## config.mk

```make
export PLATFORM = sky130hd
export DESIGN_NAME = stdp_ctrl
export DESIGN_NICKNAME = d
export VERILOG_FILES = /design/src/rtl/core/stdp_pkg.sv /design/src/rtl/core/stdp_ctrl.sv
export SDC_FILE = /design/constraint.sdc
export NUM_CORES = 1
export LEC_CHECK = 0
export ABC_AREA = 1
export BUFFER_PORTS_ARGS = -buffer_cell sky130_fd_sc_hd__buf_2
export CAP_MARGIN = 30
export CORE_AREA = 5 5 42 44
export DETAILED_ROUTE_END_ITERATION = 10
export DIE_AREA = 0 0 47 49
export SLEW_MARGIN = 20
export SYNTH_ARGS = -nofsm -noshare
export SYNTH_HDL_FRONTEND = slang
export SYNTH_SLANG_ARGS = --single-unit
export TNS_END_PERCENT = 50
```

## constraint.sdc

```tcl
create_clock -name clk -period 1.4 [get_ports clk]
set_input_delay 0.14 -clock clk [delete_from_list [all_inputs] [get_ports clk]]
set_output_delay 0.14 -clock clk [all_outputs]
set_load 0.005 [all_outputs]
```

## src/rtl/core/stdp_pkg.sv

```systemverilog
// Package with shared types, constants and register codes for the STDP synapse block.
`timescale 1ns / 1ps
package stdp_pkg;

	localparam int SYNAPSES_DEF = 1024;
	localparam int NEURONS_DEF  = 256;
	localparam int IDX_W        = 10;
	localparam int NRN_W        = 8;
	localparam int W_W          = 16;
	localparam int T_W          = 16;
	localparam int SUM_W        = 24;
	localparam int DIV_STEPS    = 40;
	localparam int CNT_W        = 6;

	localparam logic [W_W-1:0]   WEIGHT_ONE = 16'd32768;
	localparam logic [T_W-1:0]   TRACE_ONE  = 16'd1024;
	localparam logic [SUM_W-1:0] SUM_MAX    = 24'hFFFFFF;

	typedef enum logic [1:0] {
		REQ_UPDATE = 2'd0,
		REQ_NORM   = 2'd1,
		REQ_CLEAR  = 2'd2,
		REQ_NONE   = 2'd3
	} req_t;

	typedef enum logic [2:0] {
		REG_DECAY = 3'd0,
		REG_POT   = 3'd1,
		REG_DEP   = 3'd2,
		REG_FLOOR = 3'd3,
		REG_CEIL  = 3'd4,
		REG_LIMIT = 3'd5
	} reg_t;

	typedef enum logic [3:0] {
		ST_IDLE,
		ST_CLR,
		ST_RD,
		ST_DEC,
		ST_RATE,
		ST_WGT,
		ST_DIV,
		ST_WB,
		ST_OUT
	} state_t;

	typedef struct packed {
		logic [1:0]       req_type;
		logic [IDX_W-1:0] synapse_index;
		logic [NRN_W-1:0] post_neuron;
		logic             pre_spiked;
		logic             post_spiked;
		logic             past_startup;
	} in_word_t;

	typedef struct packed {
		logic [IDX_W-1:0] echo_index;
		logic [W_W-1:0]   new_weight;
		logic [SUM_W-1:0] target_sum;
		logic             was_scaled;
	} out_word_t;

	typedef struct packed {
		logic [T_W-1:0]   trace_decay;
		logic [15:0]      potentiation_rate;
		logic [15:0]      depression_rate;
		logic [W_W-1:0]   weight_floor;
		logic [W_W-1:0]   weight_ceiling;
		logic [SUM_W-1:0] total_in_limit;
	} cfg_t;

	typedef struct packed {
		logic load;
		logic clr_step;
		logic rd;
		logic dec;
		logic rate;
		logic wgt;
		logic div_start;
		logic div_step;
		logic wb;
		logic emit;
	} cmd_t;

	typedef struct packed {
		logic clr_done;
		logic div_needed;
		logic div_done;
		req_t req;
	} sts_t;

endpackage

```

## src/rtl/core/stdp_ctrl.sv

```systemverilog
// Controller FSM sequencing clear, update, normalize and no-op items.
`timescale 1ns / 1ps
module stdp_ctrl
	import stdp_pkg::*;
(
	input  logic clk,
	input  logic arst_n,
	input  logic start,
	output logic busy,
	input  sts_t sts,
	output cmd_t cmd
);

	state_t state_q, state_d;

	always_ff @(posedge clk or negedge arst_n) begin
		if (!arst_n) begin
			state_q <= ST_CLR;
		end else begin
			state_q <= state_d;
		end
	end

	always_comb begin
		state_d = state_q;
		unique case (state_q)
			ST_IDLE: if (start) state_d = ST_RD;
			ST_CLR:  if (sts.clr_done) state_d = ST_IDLE;
			ST_RD:   state_d = ST_DEC;
			ST_DEC: begin
				if (sts.req == REQ_UPDATE) state_d = ST_RATE;
				else if (sts.req == REQ_NORM && sts.div_needed) state_d = ST_DIV;
				else state_d = ST_WB;
			end
			ST_RATE: state_d = ST_WGT;
			ST_WGT:  state_d = ST_WB;
			ST_DIV:  if (sts.div_done) state_d = ST_WB;
			ST_WB:   state_d = ST_OUT;
			ST_OUT:  state_d = ST_IDLE;
			default: state_d = ST_IDLE;
		endcase
	end

	always_comb begin
		cmd = '0;
		busy = 1'b1;
		unique case (state_q)
			ST_IDLE: begin
				busy = 1'b0;
				cmd.load = start;
			end
			ST_CLR:  cmd.clr_step = 1'b1;
			ST_RD:   cmd.rd = 1'b1;
			ST_DEC: begin
				cmd.dec = 1'b1;
				cmd.div_start = (sts.req == REQ_NORM) && sts.div_needed;
			end
			ST_RATE: cmd.rate = 1'b1;
			ST_WGT:  cmd.wgt = 1'b1;
			ST_DIV:  cmd.div_step = 1'b1;
			ST_WB:   cmd.wb = 1'b1;
			ST_OUT:  cmd.emit = 1'b1;
			default: ;
		endcase
	end

endmodule

```

; After elaboration in Yosys (flattened, before gate mapping)
; Cells that the tools add are included.
[word_totals]
ramBits = 0
ff_bits = 4
memories = 0
out_inout_bits = 11
rom_bits = 0
latch_bits = 0
[op_classes]
mux = 17
order_cmp = 0
addsub = 0
mul = 0
reduce_logical = 4
n_shift = 0
n_div = 0
eq_ne = 12
n_bitwise = 0
[ops]
columns = operator, count
row1 = case mux 4 bit (8 select lines), 1
row2 = "equality test 4 x 3 -> 1 bit, second input constant", 4
row3 = 2-to-1 mux 1 bit, 12
row4 = 2-to-1 mux 4 bit, 3
row5 = "equality test 4 x 2 -> 1 bit, second input constant", 2
row6 = "!= test 2 bit, second input constant", 3
row7 = "equality test 4 x 1 -> 1 bit, second input constant", 1
row8 = "equality test 4 bit, second input constant", 1
row9 = logical NOT 4 bit, 1
row10 = AND reduction 3 bit, 1
row11 = "equality test 2 x 1 -> 1 bit, second input constant", 1
row12 = logical NOT 2 bit, 1
row13 = 2-to-1 mux 2 bit, 1
row14 = logical AND 1 bit, 1

; Depth between registers and ports, before layout
[logic_depth]
word_depth = 5
depth_mapped = 8
mapped_depth_nobuf = 8

; Least setup slack after synthesis
; Ideal clock, no wire load.
[synth_path]
path_kind = reg-to-reg
start = register state_q[0]
end = register state_q[1]
arrival_time_ns = 0.971
period_less_slack_ns = 1.088
path_buffers = 0
setup_ns = 0.116
setup_slack_ns = 0.312
path_stages_with_launch = 8
path_cell_list = dfstp_2 inv_1 nor2_1 nand3_1 nand2_1 nor2_1 nand2_1 nand2_1
[synth_between]
elab_chain_len = 3
[synth_lines]
columns = item, line
row1 = "start, declared", stdp_ctrl.sv:14  ; state_t state_q, state_d;
row2 = "start signal, assigned", stdp_ctrl.sv:20  ; state_q <= state_d;
row3 = equality test 4 x 1 -> 1 bit (tied with other cells), stdp_ctrl.sv:26  ; unique case (state_q)
row4 = != test 2 bit (no source line), -
row5 = AND reduction 3 bit (no source line), -
; Parallel ways exist; a longest one is shown, timed or not.
; A chain may end at the register's enable or synchronous reset.

==> flow_metrics.tcl <==
set metrics [dict create \
    fin_crit_ps 1380 \
    regMostFlops "state_q" \
    whs_ps 160 \
    wl_met3_um 78 \
    cp_slowest_cell "dfstp_2" \
    grt_max_degree 6 \
    ctsHtreeMaxLevel 1 \
    dr_wl_met2_um 473 \
    hp-class "primary input to flip-flop" \
    drtIter0Drc 10 \
    grt_first_pass_wirelength_um 1570 \
    max_slew.worst_pin.slew_ps 211 \
    cts_buffers 3 \
    power_density_nw_per_um2 2110 \
    highest_layer "met4" \
    fp.dieH_um 49 \
    cts_tree "done" \
    die_x_um 47 \
    num_rows 14 \
    drc 0 \
    p_leak_uw 0.000353 \
    startpoint_type "flip-flop" \
    area_delta_synth_final_pct 62.0 \
    critPathKind "flip-flop to output port" \
    clkLatencyLatePin_ps 240 \
    crit_chain "nand2_4 > nor2_4 > inv_2 > nor2_2 > buf_2" \
    grt.overflow.total 0 \
    cts.path.max_buffers 2 \
    antenna_cells 0 \
    grt_pass1_vias 386 \
    crit_buf_inv 2 \
    period_share 0.986 \
    max_stage_delay_ps 560 \
    antenna_found_initial 0 \
    grt_usage 0.0976 \
    wl_um 977 \
    portBuffers 18 \
    cap_viol_max_count 0 \
    crit_arrival_ps 1240 \
    drtPass1Iterations 4 \
    skew_ps 4.32 \
    drt-met1-wl_um 386 \
    post-dp-hpwl_um 757 \
    vias 446 \
    largestRegisters "state_q: 4 flops" \
    cp-end-kind "output port" \
    drive_above_1_share 0.456 \
    synth.cell_area_um2 343 \
    drv_slew 0 \
    start_util 0.245 \
    ys_warn_count 0 \
    syn-num-nets 68 \
    place_area_um2 453 \
    synth_seq_area_share 0.296 \
    nets 99 \
    grt_setup_unrepaired "yes" \
    drt-vias-per-instance 4.21 \
    layoutNonFillerInstCount 106 \
    cts_sinks 4 \
    relSlewSlack 0.859 \
    core-area_um2 1400 \
    hold_violations 0 \
    finalSetupViolations 0 \
    synth-seq-cells 4 \
    tns_ps 0 \
    max_freq_mhz 724 \
    final_area_um2 556 \
    dp.cells 94 \
    cp_max_fo 4 \
    ir_drop_uv 752 \
    wl_per_cell_um 9.22 \
    required_ps 1260 \
    path_clk_slew_ps 40 \
    dieArea_um2 2300 \
    synth_cells 60 \
    crit_family "flip-flops" \
    io_pins 19 \
    synth.avg_cell_area_um2 5.71 \
    synth_cell_types 12 \
    outcome "finished, final reports clean" \
    largest_reg_flops 4 \
    cts_root_buf "clkbuf_4" \
    ant_nets 0 \
    gp_congestion 0.726 \
]
-- metrics by stage --
stage	util	power, uW	setup WS [ps]
3_3_place_gp	0.323	855	230
5_1_grt	0.396	1310	-86.6
4_1_cts	0.360	1050	10.5
2_1_floorplan	-	668	312
6_report	0.396	1170	19.2
3_5_place_dp	0.323	864	214
-- repair_timing --
action / 4_1_cts / 5_1_grt
resized for setup: 0 / 5
hold endpoints to repair: 4 / 0
endpoints found under the setup margin: 1 / 4
hold buffers: 1 / 0
buffers inserted: 2 / 5
pin swaps: 1 / 2
-- final timing paths --
path | startpoint | end | slack [ps] | cells past startpoint
worst max-delay path | state_q[0]$_DFFE_PN1P_ | cmd[3] | 20 | 5
worst min-delay path | sts[2] | state_q[1]$_DFFE_PN0P_ | 160 | 4
worst max register to register | state_q[0]$_DFFE_PN1P_ | state_q[1]$_DFFE_PN0P_ | 120 | 8
worst min register to register | state_q[1]$_DFFE_PN0P_ | state_q[0]$_DFFE_PN1P_ | 630 | 3
max in group asynchronous | arst_n | state_q[0]$_DFFE_PN1P_ | 960 | 2
min in group asynchronous | arst_n | state_q[3]$_DFFE_PN0P_ | 230 | 2
-- layout by cell type, fill, tap and decap left out --
cell	Yosys	routed
nand2_1	18	18
buf_2	0	18
inv_1	12	12
nor2_1	11	8
buf_4	0	7
nor2_2	2	5
nand3_1	5	5
inv_2	3	3
clkbuf_4	0	3
nor2_4	2	2
dfrtp_1	3	2
nand2_4	0	1
nor3_1	1	1
o21ai_0	1	1
clkbuf_1	0	1
dlygate4sd3_1	0	1
dfstp_2	1	1
dfrtp_2	0	1
-- cells by family (layout without fill, tap and decap cells) --
logic type / count (synthesis) / count (layout) / share of synthesized area
AO/OA/AOI/OAI: 1 / 1 / 0.0146
buffers and inverters: 15 / 45 / 0.164
flip-flops: 4 / 4 / 0.296
AND/OR/NAND/NOR: 40 / 40 / 0.526
-- tightest hold or removal path: cells and delay by family --
| family | cells | cell delay (ps) |
|---|---|---|
| AND/OR/NAND/NOR | 2 | 100 |
| buffers and inverters | 2 | 120 |
-- routing by layer --
layer	global-route usage	up-vias
met4	0.0829	0
li1	-	233
met2	0.138	17
met1	0.109	192
met3	0.0369	4
met5	0	-
-- cells in the mapped netlist --
master / n / share of area
inv_1: 12 / 0.13
nand2_1: 18 / 0.20
dfrtp_1: 3 / 0.22
o21ai_0: 1 / 0.015
nand3_1: 5 / 0.073
nand2_2: 1 / 0.018
dfstp_2: 1 / 0.077
nor3_1: 1 / 0.015
nor2_2: 2 / 0.036
inv_2: 3 / 0.033
nor2_4: 2 / 0.066
nor2_1: 11 / 0.12
-- layout make-up --
class	count	area, um^2
fill	158	846
multi-input combinational	41	198
timing repair buffer	26	153
sequential	4	103
inverter	15	56.3
clock buffer	4	26.3
tap	16	20.0
-- power breakdown --
group | internal (uW) | switching, uW | total (uW)
combinational | 328 | 427 | 755
clock | 108 | 57.3 | 165
sequential | 185 | 66.1 | 251
total | 620 | 551 | 1170
(Power assumes the default switching activity.)
