### src/rtl/core/stdp_pkg.sv
// Package with shared types, constants and register codes for the STDP synapse block.
`timescale 1ns / 1ps
package stdp_pkg;

	localparam int SYNAPSES_DEF = 1024;
	localparam int NEURONS_DEF  = 256;
	localparam int IDX_W        = 10;
	localparam int NRN_W        = 8;
	localparam int W_W          = 16;
	localparam int T_W          = 16;
	localparam int SUM_W        = 24;
	localparam int DIV_STEPS    = 40;
	localparam int CNT_W        = 6;

	localparam logic [W_W-1:0]   WEIGHT_ONE = 16'd32768;
	localparam logic [T_W-1:0]   TRACE_ONE  = 16'd1024;
	localparam logic [SUM_W-1:0] SUM_MAX    = 24'hFFFFFF;

	typedef enum logic [1:0] {
		REQ_UPDATE = 2'd0,
		REQ_NORM   = 2'd1,
		REQ_CLEAR  = 2'd2,
		REQ_NONE   = 2'd3
	} req_t;

	typedef enum logic [2:0] {
		REG_DECAY = 3'd0,
		REG_POT   = 3'd1,
		REG_DEP   = 3'd2,
		REG_FLOOR = 3'd3,
		REG_CEIL  = 3'd4,
		REG_LIMIT = 3'd5
	} reg_t;

	typedef enum logic [3:0] {
		ST_IDLE,
		ST_CLR,
		ST_RD,
		ST_DEC,
		ST_RATE,
		ST_WGT,
		ST_DIV,
		ST_WB,
		ST_OUT
	} state_t;

	typedef struct packed {
		logic [1:0]       req_type;
		logic [IDX_W-1:0] synapse_index;
		logic [NRN_W-1:0] post_neuron;
		logic             pre_spiked;
		logic             post_spiked;
		logic             past_startup;
	} in_word_t;

	typedef struct packed {
		logic [IDX_W-1:0] echo_index;
		logic [W_W-1:0]   new_weight;
		logic [SUM_W-1:0] target_sum;
		logic             was_scaled;
	} out_word_t;

	typedef struct packed {
		logic [T_W-1:0]   trace_decay;
		logic [15:0]      potentiation_rate;
		logic [15:0]      depression_rate;
		logic [W_W-1:0]   weight_floor;
		logic [W_W-1:0]   weight_ceiling;
		logic [SUM_W-1:0] total_in_limit;
	} cfg_t;

	typedef struct packed {
		logic load;
		logic clr_step;
		logic rd;
		logic dec;
		logic rate;
		logic wgt;
		logic div_start;
		logic div_step;
		logic wb;
		logic emit;
	} cmd_t;

	typedef struct packed {
		logic clr_done;
		logic div_needed;
		logic div_done;
		req_t req;
	} sts_t;

endpackage

### src/rtl/core/stdp_cfg_regs.sv
// APB configuration register file for the STDP synapse block.
`timescale 1ns / 1ps
module stdp_cfg_regs
	import stdp_pkg::*;
(
	input  logic        clk,
	input  logic        arst_n,
	input  logic        psel,
	input  logic        penable,
	input  logic        pwrite,
	input  logic [4:0]  paddr,
	input  logic [31:0] pwdata,
	output logic [31:0] prdata,
	output logic        pready,
	output cfg_t        cfg
);

	cfg_t cfg_q;
	logic wr_en;
	logic [2:0] reg_sel;

	assign pready  = 1'b1;
	assign wr_en   = psel & penable & pwrite;
	assign reg_sel = paddr[4:2];
	assign cfg     = cfg_q;

	always_ff @(posedge clk or negedge arst_n) begin
		if (!arst_n) begin
			cfg_q.trace_decay       <= 16'd64238;
			cfg_q.potentiation_rate <= 16'd655;
			cfg_q.depression_rate   <= 16'd328;
			cfg_q.weight_floor      <= 16'd328;
			cfg_q.weight_ceiling    <= 16'd32768;
			cfg_q.total_in_limit    <= 24'd163840;
		end else if (wr_en) begin
			unique case (reg_sel)
				REG_DECAY: cfg_q.trace_decay       <= pwdata[15:0];
				REG_POT:   cfg_q.potentiation_rate <= pwdata[15:0];
				REG_DEP:   cfg_q.depression_rate   <= pwdata[15:0];
				REG_FLOOR: cfg_q.weight_floor      <= pwdata[15:0];
				REG_CEIL:  cfg_q.weight_ceiling    <= pwdata[15:0];
				REG_LIMIT: cfg_q.total_in_limit    <= pwdata[23:0];
				default: ;
			endcase
		end
	end

	always_comb begin
		unique case (reg_sel)
			REG_DECAY: prdata = {16'd0, cfg_q.trace_decay};
			REG_POT:   prdata = {16'd0, cfg_q.potentiation_rate};
			REG_DEP:   prdata = {16'd0, cfg_q.depression_rate};
			REG_FLOOR: prdata = {16'd0, cfg_q.weight_floor};
			REG_CEIL:  prdata = {16'd0, cfg_q.weight_ceiling};
			REG_LIMIT: prdata = {8'd0, cfg_q.total_in_limit};
			default:   prdata = 32'd0;
		endcase
	end

endmodule

### config.mk
export PLATFORM = sky130hd
export DESIGN_NAME = stdp_cfg_regs
export DESIGN_NICKNAME = d
export VERILOG_FILES = /design/src/rtl/core/stdp_pkg.sv /design/src/rtl/core/stdp_cfg_regs.sv
export SDC_FILE = /design/constraint.sdc
export NUM_CORES = 1
export LEC_CHECK = 0
export BUFFER_PORTS_ARGS = -buffer_cell sky130_fd_sc_hd__clkbuf_2
export CAP_MARGIN = 20
export CELL_PAD_IN_SITES_DETAIL_PLACEMENT = 1
export CELL_PAD_IN_SITES_GLOBAL_PLACEMENT = 2
export CORE_ASPECT_RATIO = 0.9
export CORE_MARGIN = 1
export CORE_UTILIZATION = 33
export CTS_CLUSTER_SIZE = 30
export DETAILED_ROUTE_END_ITERATION = 12
export GPL_TIMING_DRIVEN = 0
export PLACE_DENSITY = 0.89
export SLEW_MARGIN = 10
export SYNTH_ARGS = -nofsm -noshare
export SYNTH_HDL_FRONTEND = slang
export SYNTH_SLANG_ARGS = --single-unit
### constraint.sdc
create_clock -name clk -period 1.25 [get_ports clk]
set_input_delay 0.125 -clock clk [delete_from_list [all_inputs] [get_ports clk]]
set_output_delay 0.125 -clock clk [all_outputs]
set_load 0.01 [all_outputs]
======== After elaboration in Yosys (flattened, before gate mapping) ========
Index checks and enable logic that the tools add are counted.
word-level totals
  bits in registers ....................... 104
  word-level logic and storage cells ...... 21
  input bits .............................. 42
  output and inout port bits .............. 137
cells by class
  bitwise logic cells ..................... 2
  muxes and demuxes ....................... 1
  equal/unequal tests ..................... 5
  reductions and logical operators ........ 7
operator list
  operator            count
  $pmux 24 s6         1
  $reduce_and 2->1    6
  $eq 3x2->1 const B  2
  $eq 3x3->1 const B  2
  $eq 3x1->1 const B  1
  $logic_not 3->1     1
  $and 1x1->1         2

======== Depth between registers and ports, before layout ========
  word-level depth ........................ 3
  gate-level depth with buffers ........... 6
  depth with buffers taken out ............ 3

======== Worst setup path after synthesis ========
OpenSTA, ideal clock, no wires.
  path kind ............................... input port to flip-flop
  from .................................... input paddr[2]
  to ...................................... register cfg_q (netlist bit cfg[29])
  data required time ...................... 1.125 ns
  setup time .............................. 0.125 ns
  setup slack ............................. -0.039 ns
  cell stages on the path ................. 5
  arrival time ............................ 1.164 ns
  cell sequence ........................... buf_6 nand4b_4 nor2_8 buf_12 mux2_4
on the way
  word-level cells in the longest chain between the ends .. 2
ends and longest elaborated chain
  what                        RTL line             RTL
  from (decl)                 stdp_cfg_regs.sv:11  input logic [4:0] paddr,
  $eq 3x3->1                  stdp_cfg_regs.sv:36  unique case (reg_sel)
  $reduce_and 2->1 (no line)  --
  to (decl)                   stdp_cfg_regs.sv:18  cfg_t cfg_q;
No other way between the ends.
A chain may end at the register's enable or synchronous reset.

======== Final worst setup path ========
  from .................................... register cfg_q (netlist bit cfg[79])
  to ...................................... output prdata[7]
on the way
  word-level cells in the longest chain between the ends .. 1
ends and longest elaborated chain
  what         RTL line             RTL
  $pmux 24 s6  stdp_cfg_regs.sv:49  unique case (reg_sel)
  to (decl)    stdp_cfg_regs.sv:13  output logic [31:0] prdata,
No other way between the ends.

==> metrics.yaml <==
leakagePower_uw: 0.00351
area_delta_synth_final_pct: 35.2
hold-path-cell-count: 2
whs_ns: 0.0114
numCtsBuffers: 9
io_pins: 179
critPathKind: "flip-flop to output port"
p_per_area_nw_per_um2: 1520
finalCritPeriodShare_pct: 132
final_common_cell: "clkbuf_2"
core_um2: 15000
synthesis.area_um2: 5160
ys_ff_latch: 104
fp.dieW_um: 134
start_util_pct: 34.4
holdCritStartpoint: "pwdata[19]"
path_delay_family: "flip-flops"
path_buf_inv: 1
htree_levels: 3
antenna_found_initial: 0
num_antenna_cells: 0
clock-sinks: 104
die_area_um2: 16100
synth_top_area_share_pct: 37.4
postLayoutCellArea_um2: 6980
path_max_fanout: 2
place_ws_ns: -0.618
setup_viol: 24
first_pass_iters: 4
slew_viol_final: 0
synth_warnings: 0
portBuffers: 158
yosysSeqAreaShare_pct: 51.1
syn_inst: 356
slowest_stage: "dfstp_2"
final_hold_viol_count: 0
ir_drop_mv: 0.709
crit_cells: 4
grt_setup_unrepaired: "yes"
path_cells: "mux2i_1 -> o221a_2 -> a21oi_2 -> buf_2"
rr_worst_depth: 3
fin_ws_ns: -0.405
maxCapViolations: 0
dp_hpwl_um: 11000
hold_class: "primary input to flip-flop"
dp_cells: 719
r2r_start: "cfg[11]$_DFFE_PN0P_"
timing.critical_path.slowest_cell_delay_ns: 0.54
worstSkewPairLatency_ns: 0.36
fmaxAchievable_ghz: 0.604
clock_path_buffers: 2
violations: "setup timing"
startpoint_type: "flip-flop"
instances_no_fill: 772
layout-drive-gt1-share_pct: 68.5
crit_arrival_ns: 1.53
vias: 3836
cp-startpoint: "cfg[79]$_DFFE_PN1P_"
synth_top_area_cell: "dfrtp_1"
tightest_slew_ns: 0.867
grt_pass1_vias: 3969
rows: 42
drt-total-wl_um: 16100
synth.area.top_cells: "dfrtp_1 (37%), mux2_2 (17%), dfstp_2 (14%)"
drc: 0
reg2reg_slack_ns: 0.25
grt_max_degree: 105
crit_required_ns: 1.12
drt_iter0_markers: 117
endpoint: "prdata[7]"
grtUsageTotal_pct: 20.6
via_per_inst: 4.97
status: "complete, but fails checks"
placed_cell_area_um2: 6240
reg2reg_to: "cfg[11]$_DFFE_PN0P_"
clk_pin_slew_ns: 0.07
cts-root-buf: "clkbuf_16"
grt_pass1_wl_um: 24300
largest_reg_flops: 104
end_kind: "output port"
antenna_left: 0
place.gp.congestion: 0.748
layout.nets: 611
die_h_um: 121
synth_area_per_cell_um2: 14.5
slew_headroom_pct: 42.2
layout_common_cells: "clkbuf_2 (138), mux2_2 (79), dfrtp_1 (77)"
cts_tree: "built"
fin_crit_ns: 1.66
finalClockSkew_ns: 0
grt_overflow: 0
synth_cell_types: 33
wl_per_cell_um: 20.9
==> layer usage <==
layer  vias to the layer above  share of wire (%)  track usage (%)
li1                       1715                  -                -
met1                      2005                 45             26.8
met2                       108                 50             34.6
met3                         8                4.8             4.99
met4                         0               0.74             4.47
met5                         -                  0                0
==> how the worst min path moves through the flow <==
| stage | end |
|---|---|
| 2_1_floorplan | cfg[0]$_DFFE_PN0P_ |
| 3_5_place_dp | cfg[65]$_DFFE_PN0P_ |
| 5_1_grt | cfg[20]$_DFFE_PN0P_ |
| 6_report | cfg[19]$_DFFE_PN0P_ |
| 3_3_place_gp | cfg[23]$_DFFE_PN0P_ |
| 4_1_cts | cfg[17]$_DFFE_PN1P_ |
==> layout make-up <==
| cell class | instances | area [um2] |
|---|---|---|
| fillers | 1590 | 8000 |
| repair buffers | 195 | 1210 |
| plain buffers | 31 | 272 |
| flip-flops and latches | 104 | 2640 |
| well taps | 198 | 248 |
| clock buffers | 10 | 239 |
| inverters | 1 | 3.75 |
| clock inverters | 6 | 35.0 |
| multi-input cells | 227 | 2340 |
==> where the power goes <==
| group | total (uW) | leakage [uW] | switching [uW] | internal (uW) |
|---|---|---|---|---|
| Clock | 2670 | 0.000134 | 1280 | 1390 |
| Sequential | 4690 | 0.00127 | 537 | 4150 |
| Combinational | 3220 | 0.00211 | 1460 | 1760 |
==> timing repair <==
action | CTS | global route
setup buffers | 29 | 5
resized for setup | 28 | 46
hold buffers | 5 | 0
pin swaps | 11 | 2
gates cloned | 0 | 0
hold endpoints to repair | 81 | 0
endpoints found under the setup margin | 43 | 34
==> synthesized netlist by cell type <==
cell	count
o221a_2	1
o22a_1	5
nand4_4	1
a22oi_1	6
a21oi_1	8
a211oi_1	2
dfstp_2	27
nor2b_1	2
a211o_1	6
buf_12	3
conb_1	2
o21ai_0	14
nand2_1	1
buf_2	5
clkbuf_1	5
nor2_8	4
nand4b_4	1
a221o_1	3
or2_1	1
and3_1	8
nand2b_1	2
buf_4	12
mux2_4	30
nor2_1	5
mux2i_1	31
nand3_1	3
or2_2	1
inv_1	1
dfrtp_1	77
mux2_2	80
buf_6	6
nor2_4	2
o21a_1	1
==> kinds of logic (layout without fill, tap and decap cells) <==
logic type | Yosys count | after routing | synth area share [%]
AOI/OAI and AO/OA | 46 | 46 | 6.11
buffers and inverters | 32 | 243 | 5.14
DFF | 104 | 104 | 51.1
muxes | 141 | 141 | 32.2
other | 2 | 9 | 0.146
and+or+nand+nor | 31 | 31 | 5.29
==> through the flow <==
stage               TNS, ns  total power, uW  util [%]
floorplan            -0.743             6170         -
global placement    -149.64             7360      41.6
detailed placement   -34.64             7490      41.6
CTS                   -6.83            10500      45.8
global route          -8.52            11100      46.6
finish                -6.51            10600      46.6
(Power assumes the default switching activity.)
